<file path="config.mk">
export PLATFORM = sky130hd
export DESIGN_NAME = graph_table_with_dfs
export DESIGN_NICKNAME = d
export VERILOG_FILES = /design/src/rtl/gtdfs_pkg.sv /design/src/rtl/gtdfs_ram.sv /design/src/rtl/graph_table_with_dfs.sv
export VERILOG_INCLUDE_DIRS = /design/src /design/src/rtl
export SDC_FILE = /design/constraint.sdc
export NUM_CORES = 2
export LEC_CHECK = 0
export CORE_MARGIN = 2
export CORE_UTILIZATION = 30
export DETAILED_ROUTE_END_ITERATION = 16
export DONT_BUFFER_PORTS = 1
export GPL_TIMING_DRIVEN = 0
export PLACE_DENSITY_LB_ADDON = 0.08
export SETUP_SLACK_MARGIN = 0.15
export SYNTH_ARGS = -nofsm -noshare
export SYNTH_HDL_FRONTEND = slang
export SYNTH_SLANG_ARGS = --single-unit
</file>
<file path="constraint.sdc">
create_clock -name i_clk -period 10.05 [get_ports i_clk]
set_input_delay 2.01 -clock i_clk [delete_from_list [all_inputs] [get_ports i_clk]]
set_output_delay 2.01 -clock i_clk [all_outputs]
set_load 0.02 [all_outputs]
</file>
<file path="src/rtl/graph_table_with_dfs_assert.svh">
// ----------------------------------------------------------------------------
// Graph table assertion macros
// Concurrent property shorthands clocked on i_clk and disabled in reset.
// ----------------------------------------------------------------------------
`ifndef GRAPH_TABLE_WITH_DFS_ASSERT_SVH
`define GRAPH_TABLE_WITH_DFS_ASSERT_SVH

// Same-cycle implication.
`define GTDFS_ASSERT_IMP(name, cond, expr, msg) \
    name: assert property (@(posedge i_clk) disable iff (!i_rst_n) (cond) |-> (expr)) \
        else $error(msg);

// Next-cycle implication.
`define GTDFS_ASSERT_NXT(name, cond, expr, msg) \
    name: assert property (@(posedge i_clk) disable iff (!i_rst_n) (cond) |=> (expr)) \
        else $error(msg);

`endif

</file>
<file path="src/rtl/gtdfs_pkg.sv">
// ----------------------------------------------------------------------------
// Graph table package
// Operation codes, status codes and default sizes of the graph engine.
// ----------------------------------------------------------------------------
`default_nettype none

package gtdfs_pkg;

    typedef logic [2:0] t_func;
    typedef logic [2:0] t_status;

    localparam t_func FN_ADDV  = 3'd0;
    localparam t_func FN_DELV  = 3'd1;
    localparam t_func FN_ADDE  = 3'd2;
    localparam t_func FN_DELE  = 3'd3;
    localparam t_func FN_NBRS  = 3'd4;
    localparam t_func FN_EMPTY = 3'd5;
    localparam t_func FN_DFS   = 3'd6;

    localparam t_status ST_OK         = 3'd0;
    localparam t_status ST_EXISTS     = 3'd1;
    localparam t_status ST_NO_VERTEX  = 3'd2;
    localparam t_status ST_NO_EDGE    = 3'd3;
    localparam t_status ST_TABLE_FULL = 3'd4;
    localparam t_status ST_LIST_FULL  = 3'd5;

    localparam int P_MAX_VERTICES = 16;
    localparam int P_MAX_DEGREE   = 16;

endpackage

`default_nettype wire

</file>
<file path="src/rtl/gtdfs_ram.sv">
// ----------------------------------------------------------------------------
// Generic RAM
// One write port and one read port with registered read data.
// ----------------------------------------------------------------------------
`default_nettype none

module gtdfs_ram #(
    parameter int WIDTH = 8,
    parameter int DEPTH = 16,
    parameter int AW    = $clog2(DEPTH)
) (
    input  wire logic             i_clk,
    input  wire logic             i_we,
    input  wire logic [AW-1:0]    i_waddr,
    input  wire logic [WIDTH-1:0] i_wdata,
    input  wire logic [AW-1:0]    i_raddr,
    output logic      [WIDTH-1:0] o_rdata
);

    logic [WIDTH-1:0] r_mem [DEPTH];

    always_ff @(posedge i_clk) begin
        if (i_we) begin
            r_mem[i_waddr] <= i_wdata;
        end
        o_rdata <= r_mem[i_raddr];
    end

endmodule

`default_nettype wire

</file>
<file path="src/rtl/graph_table_with_dfs.sv">
// A key lookup scans the slots in order, edge list sweeps and neighbour listing step through
// each edge, and dfs takes each vertex and edge in turn; the RAMs have registered reads, so
// a read state always comes before the state that uses the data.
// One item is worked on at a time; o_stall stays high until its last word is loaded.
// Reset (synchronous, active low) empties the table, edge counts and visited marks;
// no clearing pass is needed.
// ----------------------------------------------------------------------------
// Graph table with depth-first search
// Keyed vertex table with ordered adjacency lists, edge edits, neighbour
// listing and an iterative depth-first walk driven by a small sequencer.
// ----------------------------------------------------------------------------
`default_nettype none

module graph_table_with_dfs #(
    parameter int MAX_VERTICES = gtdfs_pkg::P_MAX_VERTICES,
    parameter int MAX_DEGREE   = gtdfs_pkg::P_MAX_DEGREE
) (
    input  wire logic               i_clk,
    input  wire logic               i_rst_n,
    input  wire logic               i_valid,
    output logic                    o_stall,
    input  wire gtdfs_pkg::t_func   i_func,
    input  wire logic signed [31:0] i_key_a,
    input  wire logic signed [31:0] i_key_b,
    output logic                    o_valid,
    input  wire logic               i_stall,
    output gtdfs_pkg::t_status      o_status,
    output logic signed [31:0]      o_vertex_out,
    output logic                    o_has_vertex,
    output logic                    o_last,
    output logic                    o_graph_empty
);

    import gtdfs_pkg::*;
    `include "graph_table_with_dfs_assert.svh"

    localparam int NV  = MAX_VERTICES;
    localparam int MD  = MAX_DEGREE;
    localparam int VW  = $clog2(NV);
    localparam int SCW = $clog2(NV + 1);
    localparam int CW  = $clog2(MD + 1);
    localparam int AD  = NV * MD;
    localparam int AW  = $clog2(AD);
    localparam int SD  = AD + 1;
    localparam int SAW = $clog2(SD);
    localparam int SPW = $clog2(SD + 1);

    localparam logic [4:0] S_IDLE = 5'd0;
    localparam logic [4:0] S_FRD  = 5'd1;
    localparam logic [4:0] S_FCMP = 5'd2;
    localparam logic [4:0] S_DISP = 5'd3;
    localparam logic [4:0] S_RNXT = 5'd4;
    localparam logic [4:0] S_DRD  = 5'd5;
    localparam logic [4:0] S_DCMP = 5'd6;
    localparam logic [4:0] S_NRD  = 5'd7;
    localparam logic [4:0] S_NKW  = 5'd8;
    localparam logic [4:0] S_NKEY = 5'd9;
    localparam logic [4:0] S_POP  = 5'd10;
    localparam logic [4:0] S_PCHK = 5'd11;
    localparam logic [4:0] S_PKEY = 5'd12;
    localparam logic [4:0] S_ERD  = 5'd13;
    localparam logic [4:0] S_ECHK = 5'd14;
    localparam logic [4:0] S_EMIT = 5'd15;
    localparam logic [4:0] S_FIN  = 5'd16;

    logic [4:0]        r_state;
    logic [4:0]        r_ret;
    t_func             r_func;
    logic [31:0]       r_ka;
    logic [31:0]       r_kb;
    t_status           r_st;
    logic              r_sb;
    logic [VW-1:0]     r_i;
    logic              r_fa;
    logic              r_fb;
    logic [VW-1:0]     r_ai;
    logic [VW-1:0]     r_bi;
    logic [SCW-1:0]    r_s;
    logic [CW-1:0]     r_r;
    logic [CW-1:0]     r_w;
    logic              r_hit;
    logic [VW-1:0]     r_cur;
    logic [SPW-1:0]    r_sp;
    logic [31:0]       r_nkey;
    logic [31:0]       r_pkey;
    logic              r_pv;
    logic [NV-1:0]     r_used;
    logic [NV-1:0]     r_visited;
    logic [CW-1:0]     r_count [NV];

    logic              r_ov;
    t_status           r_ostat;
    logic [31:0]       r_okey;
    logic              r_ohas;
    logic              r_olast;
    logic              r_oempty;

    logic              w_out_free;
    logic              w_ld;
    logic [VW-1:0]     w_free_idx;
    logic              w_free_ok;
    logic [VW-1:0]     w_ds;
    logic [VW-1:0]     w_dt;
    logic              w_all;
    logic [31:0]       w_key;

    logic              key_we;
    logic [VW-1:0]     key_waddr;
    logic [VW-1:0]     key_raddr;
    logic [31:0]       key_rdata;
    logic              adj_we;
    logic [AW-1:0]     adj_waddr;
    logic [VW-1:0]     adj_wdata;
    logic [AW-1:0]     adj_raddr;
    logic [VW-1:0]     adj_rdata;
    logic              stk_we;
    logic [SAW-1:0]    stk_waddr;
    logic [VW-1:0]     stk_wdata;
    logic [SAW-1:0]    stk_raddr;
    logic [VW-1:0]     stk_rdata;

    function automatic logic [AW-1:0] f_adj(input logic [VW-1:0] s, input logic [CW-1:0] k);
        return AW'(AW'(s) * AW'(MD)) + AW'(k);
    endfunction

    assign w_out_free = !r_ov || !i_stall;
    assign w_ld  = w_out_free && ((r_state == S_FIN) || ((r_state == S_EMIT) && r_pv));
    assign w_ds  = (r_func == FN_DELV) ? r_s[VW-1:0] : r_ai;
    assign w_dt  = (r_func == FN_DELV) ? r_ai : r_bi;
    assign w_all = (r_func == FN_DELV);
    assign w_key = r_sb ? r_kb : r_ka;

    // Lowest free slot.
    always_comb begin
        w_free_idx = '0;
        w_free_ok  = 1'b0;
        for (int k = NV - 1; k >= 0; k--) begin
            if (!r_used[k]) begin
                w_free_idx = VW'(k);
                w_free_ok  = 1'b1;
            end
        end
    end

    always_comb begin
        key_we    = 1'b0;
        key_waddr = w_free_idx;
        key_raddr = r_i;
        adj_we    = 1'b0;
        adj_waddr = f_adj(w_ds, r_w);
        adj_wdata = adj_rdata;
        adj_raddr = f_adj(w_ds, r_r);
        stk_we    = 1'b0;
        stk_waddr = r_sp[SAW-1:0];
        stk_wdata = adj_rdata;
        stk_raddr = SAW'(r_sp - SPW'(1));
        unique case (r_state)
            S_DISP: begin
                if (r_func == FN_ADDV) begin
                    key_we = !r_fa && w_free_ok;
                end
                if (r_func == FN_ADDE) begin
                    adj_we    = r_sb && r_fa && r_fb && (r_count[r_ai] < CW'(MD));
                    adj_waddr = f_adj(r_ai, r_count[r_ai]);
                    adj_wdata = r_bi;
                end
                if (r_func == FN_DFS) begin
                    stk_we    = r_fa;
                    stk_waddr = '0;
                    stk_wdata = r_ai;
                end
            end
            S_DCMP: begin
                adj_we = !((adj_rdata == w_dt) && (w_all || !r_hit));
            end
            S_NRD:  adj_raddr = f_adj(r_ai, r_r);
            S_NKW:  key_raddr = adj_rdata;
            S_PCHK: key_raddr = stk_rdata;
            S_ERD:  adj_raddr = f_adj(r_cur, r_r);
            S_ECHK: stk_we = !r_visited[adj_rdata] && (r_sp < SPW'(SD));
            default: ;
        endcase
    end

    always_ff @(posedge i_clk) begin
        if (!i_rst_n) begin
            r_state   <= S_IDLE;
            r_ov      <= 1'b0;
            r_pv      <= 1'b0;
            r_used    <= '0;
            r_visited <= '0;
            r_count   <= '{default: '0};
            r_sp      <= '0;
        end else begin
            if (w_ld) begin
                r_ov <= 1'b1;
            end else if (!i_stall) begin
                r_ov <= 1'b0;
            end
            unique case (r_state)
                S_IDLE: begin
                    if (i_valid) begin
                        r_func  <= i_func;
                        r_ka    <= i_key_a;
                        r_kb    <= i_key_b;
                        r_st    <= ST_OK;
                        r_sb    <= 1'b0;
                        r_i     <= '0;
                        r_pv    <= 1'b0;
                        r_state <= S_FRD;
                    end
                end
                S_FRD: r_state <= S_FCMP;
                S_FCMP: begin
                    if ((r_used[r_i] && key_rdata == w_key) || r_i == VW'(NV - 1)) begin
                        if (!r_sb) begin
                            r_fa <= r_used[r_i] && key_rdata == w_key;
                            r_ai <= r_i;
                        end else begin
                            r_fb <= r_used[r_i] && key_rdata == w_key;
                            r_bi <= r_i;
                        end
                        r_state <= S_DISP;
                    end else begin
                        r_i     <= r_i + VW'(1);
                        r_state <= S_FRD;
                    end
                end
                S_DISP: begin
                    unique case (r_func)
                        FN_ADDV: begin
                            if (r_fa) begin
                                r_st <= ST_EXISTS;
                            end else if (!w_free_ok) begin
                                r_st <= ST_TABLE_FULL;
                            end else begin
                                r_used[w_free_idx]    <= 1'b1;
                                r_count[w_free_idx]   <= '0;
                                r_visited[w_free_idx] <= 1'b0;
                            end
                            r_state <= S_FIN;
                        end
                        FN_DELV: begin
                            if (!r_fa) begin
                                r_st    <= ST_NO_VERTEX;
                                r_state <= S_FIN;
                            end else begin
                                r_s     <= '0;
                                r_state <= S_RNXT;
                            end
                        end
                        FN_ADDE, FN_DELE: begin
                            if (!r_sb && (r_fa || r_func == FN_ADDE)) begin
                                r_sb    <= 1'b1;
                                r_i     <= '0;
                                r_state <= S_FRD;
                            end else if (!r_fa) begin
                                r_st    <= ST_NO_VERTEX;
                                r_state <= S_FIN;
                            end else if (r_func == FN_ADDE) begin
                                if (!r_fb) begin
                                    r_st <= ST_NO_VERTEX;
                                end else if (r_count[r_ai] >= CW'(MD)) begin
                                    r_st <= ST_LIST_FULL;
                                end else begin
                                    r_count[r_ai] <= r_count[r_ai] + CW'(1);
                                end
                                r_state <= S_FIN;
                            end else if (!r_fb) begin
                                r_st    <= ST_NO_EDGE;
                                r_state <= S_FIN;
                            end else begin
                                r_r     <= '0;
                                r_w     <= '0;
                                r_hit   <= 1'b0;
                                r_state <= S_DRD;
                            end
                        end
                        FN_NBRS: begin
                            if (!r_fa) begin
                                r_st    <= ST_NO_VERTEX;
                                r_state <= S_FIN;
                            end else begin
                                r_r     <= '0;
                                r_state <= S_NRD;
                            end
                        end
                        FN_DFS: begin
                            if (!r_fa) begin
                                r_st    <= ST_NO_VERTEX;
                                r_state <= S_FIN;
                            end else begin
                                r_sp    <= SPW'(1);
                                r_state <= S_POP;
                            end
                        end
                        default: r_state <= S_FIN;
                    endcase
                end
                S_RNXT: begin
                    if (r_s == SCW'(NV)) begin
                        r_used[r_ai]    <= 1'b0;
                        r_count[r_ai]   <= '0;
                        r_visited[r_ai] <= 1'b0;
                        r_state         <= S_FIN;
                    end else if (r_used[r_s[VW-1:0]]) begin
                        r_r     <= '0;
                        r_w     <= '0;
                        r_hit   <= 1'b0;
                        r_state <= S_DRD;
                    end else begin
                        r_s <= r_s + SCW'(1);
                    end
                end
                S_DRD: begin
                    if (r_r == r_count[w_ds]) begin
                        r_count[w_ds] <= r_w;
                        if (r_func == FN_DELV) begin
                            r_s     <= r_s + SCW'(1);
                            r_state <= S_RNXT;
                        end else begin
                            r_st    <= r_hit ? ST_OK : ST_NO_EDGE;
                            r_state <= S_FIN;
                        end
                    end else begin
                        r_state <= S_DCMP;
                    end
                end
                S_DCMP: begin
                    // First match skipped (every one for vertex delete); rest slide down.
                    if ((adj_rdata == w_dt) && (w_all || !r_hit)) begin
                        r_hit <= 1'b1;
                    end else begin
                        r_w <= r_w + CW'(1);
                    end
                    r_r     <= r_r + CW'(1);
                    r_state <= S_DRD;
                end
                S_NRD: begin
                    r_state <= (r_r == r_count[r_ai]) ? S_FIN : S_NKW;
                end
                S_NKW: r_state <= S_NKEY;
                S_NKEY: begin
                    r_nkey  <= key_rdata;
                    r_r     <= r_r + CW'(1);
                    r_ret   <= S_NRD;
                    r_state <= S_EMIT;
                end
                S_POP: begin
                    if (r_sp == '0) begin
                        r_state <= S_FIN;
                    end else begin
                        r_sp    <= r_sp - SPW'(1);
                        r_state <= S_PCHK;
                    end
                end
                S_PCHK: begin
                    r_cur <= stk_rdata;
                    if (r_visited[stk_rdata]) begin
                        r_state <= S_POP;
                    end else begin
                        r_visited[stk_rdata] <= 1'b1;
                        r_state              <= S_PKEY;
                    end
                end
                S_PKEY: begin
                    r_nkey  <= key_rdata;
                    r_r     <= '0;
                    r_ret   <= S_ERD;
                    r_state <= S_EMIT;
                end
                S_ERD: begin
                    r_state <= (r_r == r_count[r_cur]) ? S_POP : S_ECHK;
                end
                S_ECHK: begin
                    if (stk_we) begin
                        r_sp <= r_sp + SPW'(1);
                    end
                    r_r     <= r_r + CW'(1);
                    r_state <= S_ERD;
                end
                S_EMIT: begin
                    // A key is held back one word so the final one can carry last.
                    if (!r_pv || w_out_free) begin
                        if (r_pv) begin
                            r_ostat  <= ST_OK;
                            r_okey   <= r_pkey;
                            r_ohas   <= 1'b1;
                            r_olast  <= 1'b0;
                            r_oempty <= ~|r_used;
                        end
                        r_pkey  <= r_nkey;
                        r_pv    <= 1'b1;
                        r_state <= r_ret;
                    end
                end
                S_FIN: begin
                    if (w_out_free) begin
                        r_ostat  <= r_pv ? ST_OK : r_st;
                        r_okey   <= r_pv ? r_pkey : 32'd0;
                        r_ohas   <= r_pv;
                        r_olast  <= 1'b1;
                        r_oempty <= ~|r_used;
                        r_pv      <= 1'b0;
                        r_visited <= '0;
                        r_state   <= S_IDLE;
                    end
                end
                default: r_state <= S_IDLE;
            endcase
        end
    end

    gtdfs_ram #(.WIDTH(32), .DEPTH(NV)) u_key_ram (
        .i_clk   (i_clk),
        .i_we    (key_we),
        .i_waddr (key_waddr),
        .i_wdata (r_ka),
        .i_raddr (key_raddr),
        .o_rdata (key_rdata)
    );

    gtdfs_ram #(.WIDTH(VW), .DEPTH(AD)) u_adj_ram (
        .i_clk   (i_clk),
        .i_we    (adj_we),
        .i_waddr (adj_waddr),
        .i_wdata (adj_wdata),
        .i_raddr (adj_raddr),
        .o_rdata (adj_rdata)
    );

    gtdfs_ram #(.WIDTH(VW), .DEPTH(SD)) u_stk_ram (
        .i_clk   (i_clk),
        .i_we    (stk_we),
        .i_waddr (stk_waddr),
        .i_wdata (stk_wdata),
        .i_raddr (stk_raddr),
        .o_rdata (stk_rdata)
    );

    assign o_stall       = (r_state != S_IDLE);
    assign o_valid       = r_ov;
    assign o_status      = r_ostat;
    assign o_vertex_out  = r_okey;
    assign o_has_vertex  = r_ohas;
    assign o_last        = r_olast;
    assign o_graph_empty = r_oempty;

    `GTDFS_ASSERT_NXT(a_busy_after_accept, i_valid && !o_stall, o_stall,
        "accepted word did not make the block busy")
    `GTDFS_ASSERT_IMP(a_bare_result_last, o_valid && !o_has_vertex,
        o_last && o_vertex_out == 32'd0, "result without key is not a final zero word")
    `GTDFS_ASSERT_IMP(a_key_status_ok, o_valid && o_has_vertex, o_status == ST_OK,
        "key word with non-ok status")
    `GTDFS_ASSERT_IMP(a_idle_marks_clear, r_state == S_IDLE, r_visited == '0,
        "visited marks left set between operations")

endmodule

`default_nettype wire
</file>
Word-level counts from Yosys, hierarchy flattened
Memory sizes are Yosys's and may differ from the RTL's. A register that Yosys moved wholly into a read port is not among the register bits.
Cells that the tools add are included.
{ "word_totals": {"register_bits": 340, "mem_bits_rw": 2564, "in_bits": 71, "out_inout_bits": 40, "word_cells": 458, "memories": 3} }
{ "classes": {"addsub": 12, "n_lt_le_gt_ge": 19, "eq_ne": 74, "muxes": 216, "bitwise_logic": 16, "n_reduce_logical": 73} }
{ "memory_table": {"columns": ["memory", "depth", "width", "rd", "rd_ports_with_merged_regs", "wr", "line", "rtl"], "rows": [
  ["u_stk_ram.r_mem", 257, 4, 1, 1, 1, "gtdfs_ram.sv:20", "logic [WIDTH-1:0] r_mem [DEPTH];"],
  ["u_adj_ram.r_mem", 256, 4, 1, 1, 1, "gtdfs_ram.sv:20", null],
  ["u_key_ram.r_mem", 16, 32, 1, 1, 1, "gtdfs_ram.sv:20", null]
]} }
{ "ops": {"columns": ["op", "count"], "rows": [
  ["80-bit 2-to-1 mux", 9],
  ["80-bit one-hot mux with 3 select lines", 1],
  ["5-bit 2-to-1 mux", 39],
  ["80-bit AND", 2],
  ["80-bit bitwise mux", 2],
  ["16-bit 2-to-1 mux", 10],
  ["32-bit 2-to-1 mux", 5],
  ["80-bit inverter", 2],
  ["80-bit one-hot mux with 2 select lines", 1],
  ["4-bit 2-to-1 mux", 26],
  ["5-bit one-hot mux with 16 select lines", 1],
  ["16-bit one-hot mux with 4 select lines", 1],
  ["32-bit one-hot mux with 2 select lines", 1],
  ["5-bit binary-select mux with 4-bit select", 3],
  ["5-bit demux with 4-bit select", 3],
  ["1-bit 2-to-1 mux", 57],
  ["3-bit 2-to-1 mux", 18],
  ["9-bit 2-to-1 mux", 6],
  ["2-bit != test (second input constant)", 26],
  ["16-bit AND", 3],
  ["8-bit by 5-bit adder with 8-bit output", 5],
  ["5-bit by 4-bit equality test with 1-bit output (second input constant)", 8],
  ["5-bit one-hot mux with 4 select lines", 2],
  ["3-bit != test (second input constant)", 11],
  ["other kinds (68)", 168]
]} }

Depth between registers and ports, before layout
{ "depth": {"depth_word": 27, "depth_mapped": 19, "ltp_nobuf": 12} }

By module
A second synthesis with hierarchy kept.
{ "hier_totals": {"cells_unflattened": 7118, "area_unflattened_um2": 121718.0} }
{ "by_module_without_submodules": {"columns": ["module", "instances", "cells_each", "area_per_inst_um2", "seq_area_each_um2"], "rows": [
  ["gtdfs_ram (u_stk_ram)", 1, 2097, 40746.6, 30949.7],
  ["gtdfs_ram (u_adj_ram)", 1, 2051, 40679.0, 30829.6],
  ["graph_table_with_dfs", 1, 2132, 20438.4, 8838.5],
  ["gtdfs_ram (u_key_ram)", 1, 838, 19854.0, 16015.4]
]} }

Worst setup path before layout
OpenSTA, ideal clock, no wires.
{ "synth_path": {"kind": "input to register", "startpoint": "in i_rst_n", "endpoint": "reg r_func[0] (enable)", "setup_time_ps": 574, "arrival_time_ps": 7211, "t_required_ps": 9476, "slack_ps": 2265, "stages": 4, "path_cell_list": "clkbuf_1 inv_1 clkbuf_1 nor3_1"} }
{ "synth_between": {"elab_chain_cells": 1} }
{ "synth_rtl": {"columns": ["item", "line", "rtl"], "rows": [
  ["from (decl)", "graph_table_with_dfs.sv:19", "input wire logic i_rst_n,"],
  ["3-bit AND reduction (no line)", null, null],
  ["to (signal assigned)", "graph_table_with_dfs.sv:203", "r_func <= i_func;"],
  ["to (decl)", "graph_table_with_dfs.sv:68", "t_func r_func;"]
]} }
No other way between the ends.
A chain may end at the register's enable or synchronous reset.

Worst setup path in the final report
{ "layout_path": {"startpoint": "reg r_sp[0]", "endpoint": "reg u_stk_ram.o_rdata[1], read port of u_stk_ram.r_mem"} }
{ "layout_between": {"elab_chain_cells": 1} }
{ "layout_rtl": {"columns": ["item", "line", "rtl"], "rows": [
  ["from (decl)", "graph_table_with_dfs.sv:83", "logic [SPW-1:0] r_sp;"],
  ["from (signal assigned)", "graph_table_with_dfs.sv:353", "r_sp <= r_sp - SPW'(1);"],
  ["from (signal assigned)", "graph_table_with_dfs.sv:377", "r_sp <= r_sp + SPW'(1);"],
  ["9-bit by 1-bit subtractor with 9-bit output", "graph_table_with_dfs.sv:156", "stk_raddr = SAW'(r_sp - SPW'(1));"],
  ["to (decl)", "gtdfs_ram.sv:17", "output logic [WIDTH-1:0] o_rdata"]
]} }
No other way between the ends.

==> run summary <==
Worst setup SP type = flop
Drc violations = 0
End-of-flow core utilization = 0.350
CP Max Fanout = 10
CP endpoint kind = flop
Commonest register cell after synthesis = edfxtp_1
DRT Pass-1 Iters = 6
Std cell rows = 233
Levels on crit path = 18
Clock Tree Buf Depth = 4
Wire per inst = 32.2 um
RSZ-0062 raised after global routing = false
PnR Total Power = 32.9 mW
Clock skew = 0.0687 ns
PostCTS Resize Cnt = 0
Vias/cell = 5.26
Pwr dens = 233 nW/um2
Die height = 640 um
Routed wire length = 421000 um
Ports = 111
CP Buf/Inv Count = 10
Dominant cell type by area after synthesis = edfxtp_1
Setup-failing EPs final = 0
Antenna violations before repair = 26
Max IR drop VDD = 0.000171 V
Fin crit share = 0.928
Adder and majority gate portion of the synthesized area = 0.00155
Asr flop ratio synth = 0
Crit path kind = flop to flop
Worst reg2reg path depth = 18
Worst hold path type = flop to flop
Largest net degree at the start of global routing = 149
Overflow after GRT = 0
Post-route cell area = 141000 um2
Final Hold Vio Count = 0
Post-synthesis simple-gate area fraction = 0.0529
Fmax achieved = 107 MHz
Clock latency on the worst-skew pair = 0.95 ns
Cell family with most CP delay = buffers and inverters
I/O Buffers = 0
Critical Path RT = 10.87 ns
Failing checks = max-capacitance violations, max-slew violations
Hold depth = 0
Fill cells = 38300
R2R Path End = u_stk_ram.o_rdata[1]
Fin. max-slew vios = 21
Fraction of layout cells with a size suffix above 1 = 0.212
Post-CTS setup buffer count = 0
Post-Synth XOR/XNOR Area = 0.00555
Pleak = 43.0 nW
Post-route minimum period = 9.33 ns
Via count = 68800
Syn_nets = 7025
Root Driver = clkbuf_16
Synth Warn # = 0
Reg clk slew, reported paths = 0.06 ns
Register Area = 86600 um2
Vias in the first global route = 70000
Sequential area share after synthesis = 0.713
Core Area = 403000 um2
Synth area leaders = edfxtp_1, mux4_2, dfxtp_1, nor2_1, mux2i_1
Global-route wire length before repair = 580000 um
Remaining antenna violation count = 0
CP max stage delay = 1.03 ns
Share of Yosys cell area claimed by the top area cell type = 0.686
GPL Wtd Cong = 0.896
Hold path startpoint = r_nkey[4]
Setup ws final = 0.720 ns
P&R area growth vs syn = 16.2%
Sink Count = 2941
Mapped Cells = 6939
Initial drt markers = 7918
Initial Util = 0.301
CP max-delay cell = clkbuf_1
Pre-CTS setup slack = 0.574 ns
DIE WIDTH = 640 um
CP arrival = 10.15 ns
Syn Area/Cell = 17.5 um2
Worst Tran Pin Value = 1.62 ns
Post-synth EDFFs = 2773
Fin nets = 7469
Tot GR Track Use = 0.202
H-tree depth = 5
Multi-input gate area = 33200 um2
Post-DP Area = 130000 um2
R2R Setup Slk = 0.72 ns
CTS Buf Count = 343
Outcome = finished, violations left
Die area = 410000 um2
Crit path cell chain = buf_2 -> buf_2 -> buf_2 -> clkbuf_2 -> clkbuf_1 -> inv_1 -> ha_1 -> clkbuf_1 -> clkbuf_1 -> clkbuf_1 -> clkbuf_1 -> mux4_2 -> mux4_2 -> mux2i_1 -> nand2_1 -> o211ai_1 -> o21ai_0 -> a221o_1
Most used cell, CP = clkbuf_1
Hold Buf Count CTS = 0
CTS tree = built
Worst hold path endpoint = r_pkey[4]
Multiplexer share of the synthesized area = 0.167
Setup tns final = 0 ns
RR Startpoint = r_sp[0]
Distinct cells, synth = 79
Synth Area in Compound Gates = 0.0438
Cell area after synthesis = 121000 um2
Max_slew headroom = -0.0815
Largest family of logic cells by synthesized area = multiplexers
Seq cells post-synth = 2941
Post-DP HPWL = 292000 um
Max_cap viols = 2
## sequential cells by signal, indices dropped and copies added, names as in the netlist, 9 cells and up, named ones only
register	flops
r_ka	32
u_stk_ram.r_mem	1028
r_visited	16
o_vertex_out	32
u_key_ram.r_mem	512
u_adj_ram.r_mem	1024
r_pkey	32
r_sp	9
r_used	16
u_key_ram.o_rdata	32
r_nkey	32
r_kb	32
## layout by cell type (no fill, tap or decap), types with 20 or more instances in the layout
cell / instances
edfxtp_1: 2773
nor2_1: 785
mux4_2: 734
clkbuf_1: 371
nand2_1: 358
clkbuf_16: 356
a21oi_1: 217
mux2i_1: 204
o21ai_0: 189
dfxtp_1: 168
mux2_2: 145
a211oi_1: 138
nand3_1: 75
nor2b_1: 75
buf_1: 74
clkinv_1: 71
clkinv_2: 68
xnor2_1: 59
nor3_1: 56
clkbuf_2: 47
buf_6: 39
buf_2: 37
inv_1: 37
o32a_1: 31
nand2b_1: 26
bufinv_16: 25
buf_16: 25
buf_4: 20
## per-stage QoR
| stage | std cells | hold slack, ns |
|---|---|---|
| after floorplan | 6939 | 0.400 |
| after global placement | 12300 | 0.404 |
| after detailed placement | 12400 | 0.405 |
| after CTS | 13100 | 0.414 |
| after global routing | 13100 | 0.426 |
| final | 13100 | 0.412 |
## final cells by class
| class | count | share of cell area |
|---|---|---|
| Tap cell | 5405 | 0.0479 |
| Multi-Input combinational cell | 3499 | 0.235 |
| Antenna cell | 3 | 0.0000532 |
| Inverter | 39 | 0.00104 |
| Clock inverter | 187 | 0.0114 |
| Timing Repair Buffer | 99 | 0.0111 |
| Sequential cell | 2941 | 0.614 |
| Buffer | 460 | 0.0133 |
| Clock buffer | 441 | 0.0661 |
## cells by family after synthesis
group,after synthesis
DFF,2941
and+or+nand+nor,1510
muxes,1088
AOI/OAI and AO/OA,809
buffers and inverters,499
xor gates and xnor gates,77
adders and majority gates,15
## cells in the mapped netlist (10+ instances only)
cell      count
edfxtp_1   2773
nor2_1      795
mux4_2      734
nand2_1     362
clkbuf_1    340
a21oi_1     217
mux2i_1     205
o21ai_0     190
dfxtp_1     168
mux2_2      149
a211oi_1    138
buf_1        84
nand3_1      75
nor2b_1      75
nor3_1       65
xnor2_1      60
inv_1        37
o32a_1       31
buf_2        29
nand2b_1     26
nor4_1       24
o211ai_1     19
a22oi_1      18
a31oi_1      17
o21ai_1      17
xor2_1       17
and2_1       15
ha_1         15
or3_1        14
a32oi_1      13
a221oi_1     12
nand4_1      12
and3_1       11
o31ai_1      11
a221o_1      10
o221a_2      10
o221ai_1     10
## layer usage
metal,global-route usage,wire length (um)
met1,0.295,194000
met2,0.317,193000
met3,0.0328,24900
met4,0.0438,9270
met5,0,33
## power breakdown
part           switching, mW  internal, mW  leakage (nW)
sequential             0.278          15.0          26.3
combinational           3.92          1.43          11.3
clock                   5.12          7.19          5.37
## how the worst max path moves through the flow
stage | startpoint | to | slack, ns
after floorplan | i_rst_n | r_func[0] | 2.27
after global placement | i_rst_n | r_nkey[18] | -2.21
after detailed placement | r_sp[0] | u_stk_ram.o_rdata[1] | 0.57
after CTS | r_sp[0] | u_stk_ram.o_rdata[1] | 0.55
after global routing | r_sp[0] | u_stk_ram.o_rdata[1] | 0.37
final | r_sp[0] | u_stk_ram.o_rdata[1] | 0.72
No activity file was read; power rests on OpenSTA's default activity.
